[src/rtl/prrs_pkg.sv]
package prrs_pkg;

    // Queue geometry.
    localparam int SLOTS   = 16;
    localparam int SLOT_W  = $clog2(SLOTS);
    localparam int CNT_W   = $clog2(SLOTS + 1);
    localparam int TREE_N  = 1 << SLOT_W;

    // Field widths.
    localparam int PRI_W   = 4;
    localparam int BURST_W = 16;
    localparam int ID_W    = 16;
    localparam int STAT_W  = 2;

    // Stream packing.
    localparam int IN_TDATA_W  = 24;
    localparam int IN_PAD_W    = IN_TDATA_W - PRI_W - BURST_W;
    localparam int OUT_TDATA_W = 40;
    localparam int OUT_PAD_W   = OUT_TDATA_W - ID_W - BURST_W - 1;

    // Reset values.
    localparam logic [BURST_W-1:0] QUANTUM_RST = BURST_W'(10);
    localparam logic [ID_W-1:0]    ID_RST      = ID_W'(1);

    typedef enum logic {
        OP_ADD      = 1'b0,
        OP_DISPATCH = 1'b1
    } op_t;

    typedef enum logic [STAT_W-1:0] {
        STAT_OK    = 2'd0,
        STAT_FULL  = 2'd1,
        STAT_EMPTY = 2'd2
    } status_t;

    typedef enum logic {
        ST_IDLE = 1'b0,
        ST_EXEC = 1'b1
    } state_t;

    // Commands from the controller to the datapath.
    typedef struct packed {
        logic capture;
        logic execute;
    } cmd_t;

endpackage

[src/rtl/prrs_ctrl.sv]
module prrs_ctrl (
    input  logic               aclk,
    input  logic               aresetn,
    input  logic               s_tvalid,
    output logic               s_tready,
    output logic               m_tvalid,
    input  logic               m_tready,
    output prrs_pkg::cmd_t     cmd
);

    prrs_pkg::state_t state_reg;
    prrs_pkg::state_t state_next;
    logic             out_vld_reg;
    logic             out_vld_next;
    logic             out_free;

    // The output register can take a new result when empty or being drained.
    assign out_free = !out_vld_reg || m_tready;

    // Next state.
    always_comb begin
        state_next = state_reg;
        unique case (state_reg)
            prrs_pkg::ST_IDLE: begin
                if (s_tvalid) begin
                    state_next = prrs_pkg::ST_EXEC;
                end
            end
            prrs_pkg::ST_EXEC: begin
                if (out_free) begin
                    state_next = prrs_pkg::ST_IDLE;
                end
            end
            default: begin
                state_next = prrs_pkg::ST_IDLE;
            end
        endcase
    end

    // Commands, handshake and output valid.
    always_comb begin
        s_tready     = 1'b0;
        cmd.capture  = 1'b0;
        cmd.execute  = 1'b0;
        unique case (state_reg)
            prrs_pkg::ST_IDLE: begin
                s_tready    = 1'b1;
                cmd.capture = s_tvalid;
            end
            prrs_pkg::ST_EXEC: begin
                cmd.execute = out_free;
            end
            default: begin
                s_tready = 1'b0;
            end
        endcase
        if (cmd.execute) begin
            out_vld_next = 1'b1;
        end else if (m_tready) begin
            out_vld_next = 1'b0;
        end else begin
            out_vld_next = out_vld_reg;
        end
    end

    // State and output valid registers.
    always_ff @(posedge aclk) begin
        if (!aresetn) begin
            state_reg   <= prrs_pkg::ST_IDLE;
            out_vld_reg <= 1'b0;
        end else begin
            state_reg   <= state_next;
            out_vld_reg <= out_vld_next;
        end
    end

    assign m_tvalid = out_vld_reg;

endmodule

[src/rtl/prrs_dp.sv]
module prrs_dp (
    input  logic                               aclk,
    input  logic                               aresetn,
    input  prrs_pkg::cmd_t                     cmd,
    input  logic                               in_opcode,
    input  logic [prrs_pkg::PRI_W-1:0]         in_priority_req,
    input  logic [prrs_pkg::BURST_W-1:0]       in_burst,
    input  logic                               cfg_wr_en,
    input  logic [prrs_pkg::BURST_W-1:0]       cfg_wr_data,
    output prrs_pkg::status_t                  out_status,
    output logic [prrs_pkg::ID_W-1:0]          out_task_id,
    output logic [prrs_pkg::BURST_W-1:0]       out_slice,
    output logic                               out_finished
);

    localparam int NODES = 2 * prrs_pkg::TREE_N;

    // Captured item.
    prrs_pkg::op_t                   op_reg;
    logic [prrs_pkg::PRI_W-1:0]      pri_reg;
    logic [prrs_pkg::BURST_W-1:0]    burst_reg;

    // Queue state; slot 0 is the head and the first cnt_reg slots are live.
    logic [prrs_pkg::ID_W-1:0]       slot_id_reg  [prrs_pkg::SLOTS];
    logic [prrs_pkg::PRI_W-1:0]      slot_pri_reg [prrs_pkg::SLOTS];
    logic [prrs_pkg::BURST_W-1:0]    slot_rem_reg [prrs_pkg::SLOTS];
    logic [prrs_pkg::CNT_W-1:0]      cnt_reg;
    logic [prrs_pkg::ID_W-1:0]       next_id_reg;
    logic [prrs_pkg::BURST_W-1:0]    quantum_reg;
    logic [prrs_pkg::SLOT_W-1:0]     pick_reg;

    // Result register.
    prrs_pkg::status_t               status_reg;
    logic [prrs_pkg::ID_W-1:0]       id_reg;
    logic [prrs_pkg::BURST_W-1:0]    slice_reg;
    logic                            fin_reg;

    // Selection tree.
    logic                            node_vld [NODES];
    logic [prrs_pkg::PRI_W-1:0]      node_pri [NODES];
    logic [prrs_pkg::SLOT_W-1:0]     node_idx [NODES];

    // Dispatch arithmetic.
    logic [prrs_pkg::SLOT_W-1:0]     last_slot;
    logic [prrs_pkg::SLOT_W-1:0]     tail_slot;
    logic [prrs_pkg::BURST_W-1:0]    sel_rem;
    logic [prrs_pkg::BURST_W-1:0]    slice_val;
    logic [prrs_pkg::BURST_W-1:0]    rem_left;
    logic                            q_full;
    logic                            q_empty;

    // Highest priority, earliest in queue order; the right child wins only
    // on a strictly higher priority.
    always_comb begin
        for (int i = 0; i < prrs_pkg::TREE_N; i++) begin
            node_idx[prrs_pkg::TREE_N + i] = prrs_pkg::SLOT_W'(i);
            if (i < prrs_pkg::SLOTS) begin
                node_vld[prrs_pkg::TREE_N + i] = prrs_pkg::CNT_W'(i) < cnt_reg;
                node_pri[prrs_pkg::TREE_N + i] = slot_pri_reg[i];
            end else begin
                node_vld[prrs_pkg::TREE_N + i] = 1'b0;
                node_pri[prrs_pkg::TREE_N + i] = '0;
            end
        end
        node_vld[0] = 1'b0;
        node_pri[0] = '0;
        node_idx[0] = '0;
        for (int k = prrs_pkg::TREE_N - 1; k >= 1; k--) begin
            if (node_vld[2*k+1] && (!node_vld[2*k] || node_pri[2*k+1] > node_pri[2*k])) begin
                node_vld[k] = 1'b1;
                node_pri[k] = node_pri[2*k+1];
                node_idx[k] = node_idx[2*k+1];
            end else begin
                node_vld[k] = node_vld[2*k];
                node_pri[k] = node_pri[2*k];
                node_idx[k] = node_idx[2*k];
            end
        end
    end

    // The winner is registered every cycle; the queue is stable while idle.
    always_ff @(posedge aclk) begin
        pick_reg <= node_idx[1];
    end

    assign q_full    = cnt_reg == prrs_pkg::CNT_W'(prrs_pkg::SLOTS);
    assign q_empty   = cnt_reg == '0;
    assign tail_slot = cnt_reg[prrs_pkg::SLOT_W-1:0];
    assign last_slot = prrs_pkg::SLOT_W'(cnt_reg - prrs_pkg::CNT_W'(1));
    assign sel_rem   = slot_rem_reg[pick_reg];
    assign slice_val = (sel_rem < quantum_reg) ? sel_rem : quantum_reg;
    assign rem_left  = sel_rem - slice_val;

    // Item capture.
    always_ff @(posedge aclk) begin
        if (cmd.capture) begin
            op_reg    <= prrs_pkg::op_t'(in_opcode);
            pri_reg   <= in_priority_req;
            burst_reg <= in_burst;
        end
    end

    // Quantum register.
    always_ff @(posedge aclk) begin
        if (!aresetn) begin
            quantum_reg <= prrs_pkg::QUANTUM_RST;
        end else if (cfg_wr_en) begin
            quantum_reg <= cfg_wr_data;
        end
    end

    // Fill count and identifier counter.
    always_ff @(posedge aclk) begin
        if (!aresetn) begin
            cnt_reg     <= '0;
            next_id_reg <= prrs_pkg::ID_RST;
        end else if (cmd.execute) begin
            if (op_reg == prrs_pkg::OP_ADD) begin
                if (!q_full) begin
                    cnt_reg     <= cnt_reg + prrs_pkg::CNT_W'(1);
                    next_id_reg <= next_id_reg + prrs_pkg::ID_W'(1);
                end
            end else if (!q_empty && rem_left == '0) begin
                cnt_reg <= cnt_reg - prrs_pkg::CNT_W'(1);
            end
        end
    end

    // Slot storage: append at the tail, or rotate the picked task to the tail.
    always_ff @(posedge aclk) begin
        if (cmd.execute) begin
            if (op_reg == prrs_pkg::OP_ADD) begin
                if (!q_full) begin
                    slot_id_reg[tail_slot]  <= next_id_reg;
                    slot_pri_reg[tail_slot] <= pri_reg;
                    slot_rem_reg[tail_slot] <= burst_reg;
                end
            end else if (!q_empty) begin
                for (int i = 0; i < prrs_pkg::SLOTS; i++) begin
                    if (prrs_pkg::SLOT_W'(i) == last_slot) begin
                        slot_id_reg[i]  <= slot_id_reg[pick_reg];
                        slot_pri_reg[i] <= slot_pri_reg[pick_reg];
                        slot_rem_reg[i] <= rem_left;
                    end else if (i < prrs_pkg::SLOTS - 1 && prrs_pkg::SLOT_W'(i) >= pick_reg
                                 && prrs_pkg::SLOT_W'(i) < last_slot) begin
                        slot_id_reg[i]  <= slot_id_reg[(i + 1) % prrs_pkg::SLOTS];
                        slot_pri_reg[i] <= slot_pri_reg[(i + 1) % prrs_pkg::SLOTS];
                        slot_rem_reg[i] <= slot_rem_reg[(i + 1) % prrs_pkg::SLOTS];
                    end
                end
            end
        end
    end

    // Result register.
    always_ff @(posedge aclk) begin
        if (cmd.execute) begin
            status_reg <= prrs_pkg::STAT_OK;
            id_reg     <= '0;
            slice_reg  <= '0;
            fin_reg    <= 1'b0;
            if (op_reg == prrs_pkg::OP_ADD) begin
                if (q_full) begin
                    status_reg <= prrs_pkg::STAT_FULL;
                end else begin
                    id_reg <= next_id_reg;
                end
            end else if (q_empty) begin
                status_reg <= prrs_pkg::STAT_EMPTY;
            end else begin
                id_reg    <= slot_id_reg[pick_reg];
                slice_reg <= slice_val;
                fin_reg   <= rem_left == '0;
            end
        end
    end

    assign out_status   = status_reg;
    assign out_task_id  = id_reg;
    assign out_slice    = slice_reg;
    assign out_finished = fin_reg;

endmodule

[src/rtl/priority_round_robin_scheduler.sv]
// Priority round-robin scheduler. Each input transfer either adds a task
// (tuser 0) or dispatches the next slice (tuser 1), and yields exactly one
// result transfer. Items are handled one at a time: an accepted item is
// first captured, then used to update the queue and load the output
// register, and no new item is taken until that update is done. The
// priority search is a registered comparison tree over all slots that runs
// every cycle, and the update step waits only while the output register
// still holds a result that has not been taken.
module priority_round_robin_scheduler (
    input  logic                                   aclk,
    input  logic                                   aresetn,
    // Input channel.
    input  logic                                   s_tvalid,
    output logic                                   s_tready,
    // tdata: priority_req [3:0], burst [19:4], zero pad above.
    input  logic [prrs_pkg::IN_TDATA_W-1:0]        s_tdata,
    // tuser: opcode.
    input  logic                                   s_tuser,
    // Result channel.
    output logic                                   m_tvalid,
    input  logic                                   m_tready,
    // tdata: task_id [15:0], slice [31:16], finished [32], zero pad above.
    output logic [prrs_pkg::OUT_TDATA_W-1:0]       m_tdata,
    // tuser: status.
    output logic [prrs_pkg::STAT_W-1:0]            m_tuser,
    // Quantum register write.
    input  logic                                   cfg_wr_en,
    input  logic [prrs_pkg::BURST_W-1:0]           cfg_wr_data
);

    prrs_pkg::cmd_t                 cmd;
    prrs_pkg::status_t              out_status;
    logic [prrs_pkg::ID_W-1:0]      out_task_id;
    logic [prrs_pkg::BURST_W-1:0]   out_slice;
    logic                           out_finished;

    prrs_ctrl u_ctrl (
        .aclk     (aclk),
        .aresetn  (aresetn),
        .s_tvalid (s_tvalid),
        .s_tready (s_tready),
        .m_tvalid (m_tvalid),
        .m_tready (m_tready),
        .cmd      (cmd)
    );

    prrs_dp u_dp (
        .aclk            (aclk),
        .aresetn         (aresetn),
        .cmd             (cmd),
        .in_opcode       (s_tuser),
        .in_priority_req (s_tdata[prrs_pkg::PRI_W-1:0]),
        .in_burst        (s_tdata[prrs_pkg::PRI_W +: prrs_pkg::BURST_W]),
        .cfg_wr_en       (cfg_wr_en),
        .cfg_wr_data     (cfg_wr_data),
        .out_status      (out_status),
        .out_task_id     (out_task_id),
        .out_slice       (out_slice),
        .out_finished    (out_finished)
    );

    // Result packing.
    assign m_tdata = {{prrs_pkg::OUT_PAD_W{1'b0}}, out_finished, out_slice, out_task_id};
    assign m_tuser = out_status;

endmodule

[config.mk]
export PLATFORM = sky130hd
export DESIGN_NAME = priority_round_robin_scheduler
export DESIGN_NICKNAME = d
export VERILOG_FILES = /design/src/rtl/prrs_pkg.sv /design/src/rtl/prrs_ctrl.sv /design/src/rtl/prrs_dp.sv /design/src/rtl/priority_round_robin_scheduler.sv
export SDC_FILE = /design/constraint.sdc
export NUM_CORES = 2
export LEC_CHECK = 0
export BUFFER_PORTS_ARGS = -buffer_cell sky130_fd_sc_hd__buf_2
export CAP_MARGIN = 20
export CORE_ASPECT_RATIO = 0.75
export CORE_MARGIN = 2
export CORE_UTILIZATION = 50
export CTS_CLUSTER_SIZE = 25
export DETAILED_ROUTE_END_ITERATION = 12
export GPL_ROUTABILITY_DRIVEN = 1
export PLACE_DENSITY = 0.66
export SETUP_SLACK_MARGIN = 0.3
export SLEW_MARGIN = 20
export SYNTH_ARGS = -nofsm -noshare
export SYNTH_HDL_FRONTEND = slang
export SYNTH_SLANG_ARGS = --single-unit
[constraint.sdc]
create_clock -name aclk -period 10.4 [get_ports aclk]
set_clock_uncertainty 0.15 [all_clocks]
set_input_delay 2.08 -clock aclk [delete_from_list [all_inputs] [get_ports aclk]]
set_output_delay 2.08 -clock aclk [all_outputs]
set_load 0.005 [all_outputs]
# Word level (Yosys, flattened, before mapping)
# Memory sizes are Yosys's and may differ from the RTL's. A register that Yosys moved wholly into a read port is not among the register bits.
# Index checks and enable logic that the tools add are counted.
[word_totals]
ff_bits = 99
ramBits = 576
inputBits = 46
output_inout_bits = 44
wordCells = 511
memories = 3
[op_classes]
add_sub_neg = 4
order_cmp = 62
eq_ne = 18
n_mux = 289
bitwise_logic = 48
reduce_logical = 74
[memory_table]
columns = ["name", "words", "width", "rd", "rd_clocked_by_memory_dff", "write_ports", "line_no", "text"]
rows = [
  ["u_dp.slot_id_reg", 16, 16, 16, 1, 16, "prrs_dp.sv:24", "logic [prrs_pkg::ID_W-1:0] slot_id_reg [prrs_pkg::SLOTS];"],
  ["u_dp.slot_rem_reg", 16, 16, 16, 1, 16, "prrs_dp.sv:26", "logic [prrs_pkg::BURST_W-1:0] slot_rem_reg [prrs_pkg::SLOTS];"],
  ["u_dp.slot_pri_reg", 16, 4, 17, 1, 16, "prrs_dp.sv:25", "logic [prrs_pkg::PRI_W-1:0] slot_pri_reg [prrs_pkg::SLOTS];"],
]
[op_table]
columns = ["op", "n"]
rows = [
  ["16-bit 2-to-1 mux", 36],
  ["1-bit 2-to-1 mux", 207],
  ["4-bit 2-to-1 mux", 39],
  ["4-bit > comparator", 15],
  ["1-bit bitwise OR", 45],
  ["4-bit by 5-bit < comparator with 1-bit output (first input constant)", 8],
  ["4-bit equality test (first input constant)", 8],
  ["16-bit OR reduction", 2],
  ["1-bit logical AND", 31],
  ["4-bit >= comparator (first input constant)", 7],
  ["4-bit < comparator (first input constant)", 7],
  ["3-bit by 5-bit < comparator with 1-bit output (first input constant)", 4],
  ["1-bit logical NOT", 17],
  ["16-bit by 1-bit adder with 16-bit output (second input constant)", 1],
  ["3-bit by 4-bit equality test with 1-bit output (first input constant)", 4],
  ["3-bit by 4-bit >= comparator with 1-bit output (first input constant)", 4],
  ["16-bit logical NOT", 1],
  ["1-bit logical OR", 16],
  ["16-bit < comparator", 1],
  ["3-bit by 4-bit < comparator with 1-bit output (first input constant)", 4],
  ["16-bit subtractor", 1],
  ["5-bit 2-to-1 mux", 3],
  ["1-bit by 5-bit < comparator with 1-bit output (first input constant)", 2],
  ["2-bit by 5-bit < comparator with 1-bit output (first input constant)", 2],
  ["20 further kinds", 30],
]

# Longest topological paths before layout
[depth]
depth_word = 17
depth_mapped = 33
mapped_depth_nobuf = 33

# Cells and area by module
# Synthesis repeated with hierarchy kept, for this count alone.
[unflattened]
cells_unflattened = 3412
hier_area_um2 = 39107.5
[modules_own_cells]
columns = ["mod", "n_inst", "cells_per_inst", "area_each_um2"]
rows = [
  ["prrs_dp", 1, 3393, 38933.6],
  ["prrs_ctrl", 1, 10, 110.1],
  ["priority_round_robin_scheduler", 1, 9, 63.8],
]

# Worst setup path before layout
# No wires, ideal clock.
[synth_timing]
kind = "reg-to-reg"
startpoint = "register u_dp.pick_reg[0] (netlist name)"
endpoint = "memory u_dp.slot_rem_reg[14][15] (netlist name) (data pin)"
setup_time_ps = 260
t_arrival_ps = 6372
path_slack_ps = 3618
path_stages_with_launch = 27
path_buffers = 7
cell_sequence = "dfxtp_1 buf_4 buf_4 buf_2 buf_2 mux4_2 mux4_2 ha_1 a21o_1 a21oi_1 o21ai_0 a221oi_1 nand3_2 buf_2 mux2i_1 ha_1 buf_6 a211oi_2 nor2_1 or4_1 o21ai_1 o221ai_1 a21oi_1 xor2_1 buf_2 o21ai_0 mux2_2"
[synth_lines]
columns = ["item", "line_no", "text"]
rows = [
  ["start: declaration", "prrs_dp.sv:30", "logic [prrs_pkg::SLOT_W-1:0] pick_reg;"],
  ["start signal: assignment", "prrs_dp.sv:83", "pick_reg <= node_idx[1];"],
  ["end: declaration", "prrs_dp.sv:26", ""],
]

==> summary.txt <==
Final layout
  • Final #Nets: 3419
  • # fillers: 6410
  • Multi-input gate area: approximately 18000 sq um
  • Sequential Area: 19900 sq um
  • Finished Layout Cells: 4372
  • Synth-to-Final Area Change: 9.32%
  • Proportion of layout cells with a drive suffix above 1: 17.5%

Worst setup path
  • RR Endpoint: u_dp.cnt_reg[4]
  • FF-to-FF path depth: 18
  • Critical path type: flip-flop to flip-flop
  • Crit path max fanout: 52
  • Required time worst endpoint: 10820 ps
  • Register-to-Register Setup Slack: ~1800 ps
  • R2R Path Start: u_dp.pick_reg[0]
  • Critical Path Start Type: flip-flop
  • Crit. End Element: flip-flop
  • Critical Path Start: u_dp.pick_reg[0]
  • Worst Path Arrival: between 9000 and 10000 ps

Pwr
  • Clock share of power: 36.3%
  • Sw power: 2120 uW
  • PwrDens: 165 nW/um^2
  • Pint: 4970 uW
  • Register share of total power: 44.5%
  • Combinational share of power: 19.2%
  • Maximum vdd drop: 0.000122 V
  • Sw Share: between 20% and 30%
  • Total power: 7090 uW
  • P_leak: 0.0150 uW

Placed design
  • GPL Wtd Cong: 0.920
  • Number of port buffers: a little under 80
  • Cell Count Post-Placement: 4235
  • HPWL after DPL: roughly 86 mm

Synth
  • Yosys warning total: 0
  • Mapped Area: 39200 sq um
  • Synth cell types: 84
  • Sequential area share after synthesis: between 50% and 60%
  • Seq cells post-synth: slightly below 700
  • Synth async-reset ratio: 0%
  • Post-synth EDFFs: 632
  • Syn Area/Cell: 11.6 sq um
  • Ys flop type: edfxtp_1
  • Gate count after technology mapping: 3366

GRT
  • Vias in the first global route: roughly 31000
  • Met3 Use GR: 11.6%
  • Total gr overflow: 0
  • GRT busiest layer: met2
  • M1 GR Usage: 47.6%
  • Gr usage total: 34.4%
  • Met2 Use GR: 50.1%
  • First-pass GRT wire length: 205 mm
  • Largest net degree at the start of global routing: 73
  • Initial antenna violation count: 5

STA
  • Headroom to the max-slew limit: 19.9%
  • RSZ-0062 raised after global routing: no
  • Post-Route Setup TNS: 0 ps
  • Max-slew violations: 0
  • Max frequency: ~120 MHz
  • Final cycle utilization of the critical path: 82.6%
  • Final min period: between 8000 and 9000 ps
  • Fin Hold WS: 365 ps
  • Worst slew pin tran: 1200 ps
  • Final setup violation count: 0
  • Hold Vio Cnt, Final: 0

Worst hold path
  • Hold Path Stages: 2
  • HP Start: u_dp.quantum_reg[1]
  • HP Class: flip-flop to flip-flop
  • Hold worst-path end: u_dp.quantum_reg[1]

Detailed routing
  • Wirelength, routed: 141 mm
  • Initial DRC count: 5372
  • Via Count: 31900
  • Drc violations: 0
  • Routed len/inst: 32.2 um
  • TritonRoute pass-1 iters: 9
  • Drt via density: 7.29
  • Post-detailed-route count of antenna-violating nets: 0

Die
  • Die W: approximately 330 um
  • Die H: 246 um
  • I/O Pins: 90
  • Total Die Area: 80600 sq um
  • Core footprint: 77300 sq um
  • Starting density of the core: 50.7%
  • Rows: 88

Clocking
  • Root Driver: clkbuf_16
  • TritonCTS Buffers: 72
  • Latest clock arrival within the worst-skew pair: 660 ps
  • CTS tree: done
  • Clk slew on worst S/H paths: roughly 60 ps
  • Postcts setup bufs: 0
  • Worst-case clock buffer depth: 3
  • Post_cts resized: 0
  • CTS HTree Levels: 3
  • Clk sinks: slightly below 700
  • Post-CTS Hold Buffers: 0

Outcome
  • Status: complete, no violations

Job
  • Max Cap Violations: 0
through the flow:
step                instance area, sq um  setup slack, ps  utilization (%)
floorplan                          39200             3620                -
global placement                   40500             2290             52.3
detailed placement                 40500             2050             52.4
CTS                                42800             1990             55.3
global route                       42800             1440             55.4
finish                             42800             1810             55.4
power by group through the flow:
stage	Sequential [uW]	Combinational (uW)	Clock [uW]
final	3150	1360	2570
after global routing	3160	1450	2670
after CTS	3150	1310	2580
after detailed placement	3210	1310	0
after global placement	3200	1260	0
after floorplan	3140	915	0
cell usage in the layout, fill, tap and decap left out, types with 17 or more instances in the layout:
cell,instances
o21ai_0,259
a22oi_1,167
a21oi_1,119
clkbuf_16,75
nor3_1,17
nand3_1,19
mux2_2,36
o21a_1,31
mux4_2,157
nand2_2,19
buf_4,102
nor2b_1,38
nor2_1,408
dfxtp_1,39
buf_2,78
ha_1,94
clkbuf_1,27
o22a_1,19
nand2_1,214
xnor2_1,23
a221o_1,290
edfxtp_1,632
o21ai_1,21
mux2i_1,86
o22ai_1,19
inv_1,78
layout make-up:
cell class	instances	area share, %
flip-flops and latches	675	46.4
multi-input cells	2263	41.7
clock buffers	112	4.94
well taps	1035	3.02
repair buffers	184	2.84
inverters	80	0.701
clock inverters	20	0.377
diodes	3	0.0175
Yosys cell counts, drive strengths merged, types with 6 or more instances:
cell,instances,share of area (%)
or3,6,0.096
and2,17,0.28
inv,79,0.76
dfxtp,43,2.2
mux2i,86,2.2
a221o,290,7.4
mux2,36,1.0
nor2b,39,0.62
nand2b,9,0.14
xnor2,23,0.51
o22ai,19,0.30
o221a,15,0.43
a22oi,167,3.2
a21oi,133,1.8
nand2,233,2.2
a211oi,10,0.24
ha,96,3.1
nand3,20,0.27
a41oi,7,0.16
o21a,31,0.59
clkbuf,218,2.1
a221oi,6,0.17
nand4,12,0.19
edfxtp,632,48
o211ai,14,0.27
nor3,24,0.39
o22a,19,0.42
o21ai,294,3.8
and3,8,0.13
buf,136,1.8
mux4,157,9.0
nor2,415,4.0
a31oi,7,0.11
a21o,10,0.19
critical path, cell delays in order, from the launching register on:
cell	delay, ps
dfxtp_4	850
buf_12	430
mux4_2	580
mux4_2	570
ha_1	330
and3_1	190
a221oi_1	470
nand3_2	610
mux2i_1	450
ha_1	360
and2_4	180
a221oi_1	550
a21oi_1	260
o2111a_1	340
a311oi_4	820
nand4bb_2	420
nor4b_1	460
a22o_1	200
mux2i_1	200
how the worst max path moves through the flow:
| stage | endpoint | slack (ps) | cells past startpoint |
|---|---|---|---|
| after CTS | u_dp.cnt_reg[4] | 1990 | 18 |
| after global routing | u_dp.cnt_reg[4] | 1440 | 19 |
| final | u_dp.cnt_reg[4] | 1810 | 18 |
| after global placement | u_dp.cnt_reg[4] | 2290 | 19 |
| after floorplan | u_dp.slot_rem_reg[14][15] | 3620 | 26 |
| after detailed placement | u_dp.cnt_reg[4] | 2050 | 18 |
kinds of logic (layout without fill, tap and decap cells):
logic type	after synthesis	in the layout	synth area share, %
adders and majority gates	97	97	3.12
other	1	10	0.00957
DFF	675	675	50.6
AOI/OAI and AO/OA	1053	1053	20.0
and+or+nand+nor	800	800	8.72
muxes	279	279	12.3
xor gates and xnor gates	27	27	0.623
buffers and inverters	434	396	4.65
layer usage:
metal | wire (um) | part of all wire (%) | vias to the layer above
met5 | 62 | 0.044 | -
met4 | 5620 | 4.0 | 8
met3 | 21300 | 15 | 407
met2 | 60000 | 43 | 2702
met1 | 53800 | 38 | 15700
li1 | - | - | 13000
Note: power is estimated with default switching activity, not from simulation.
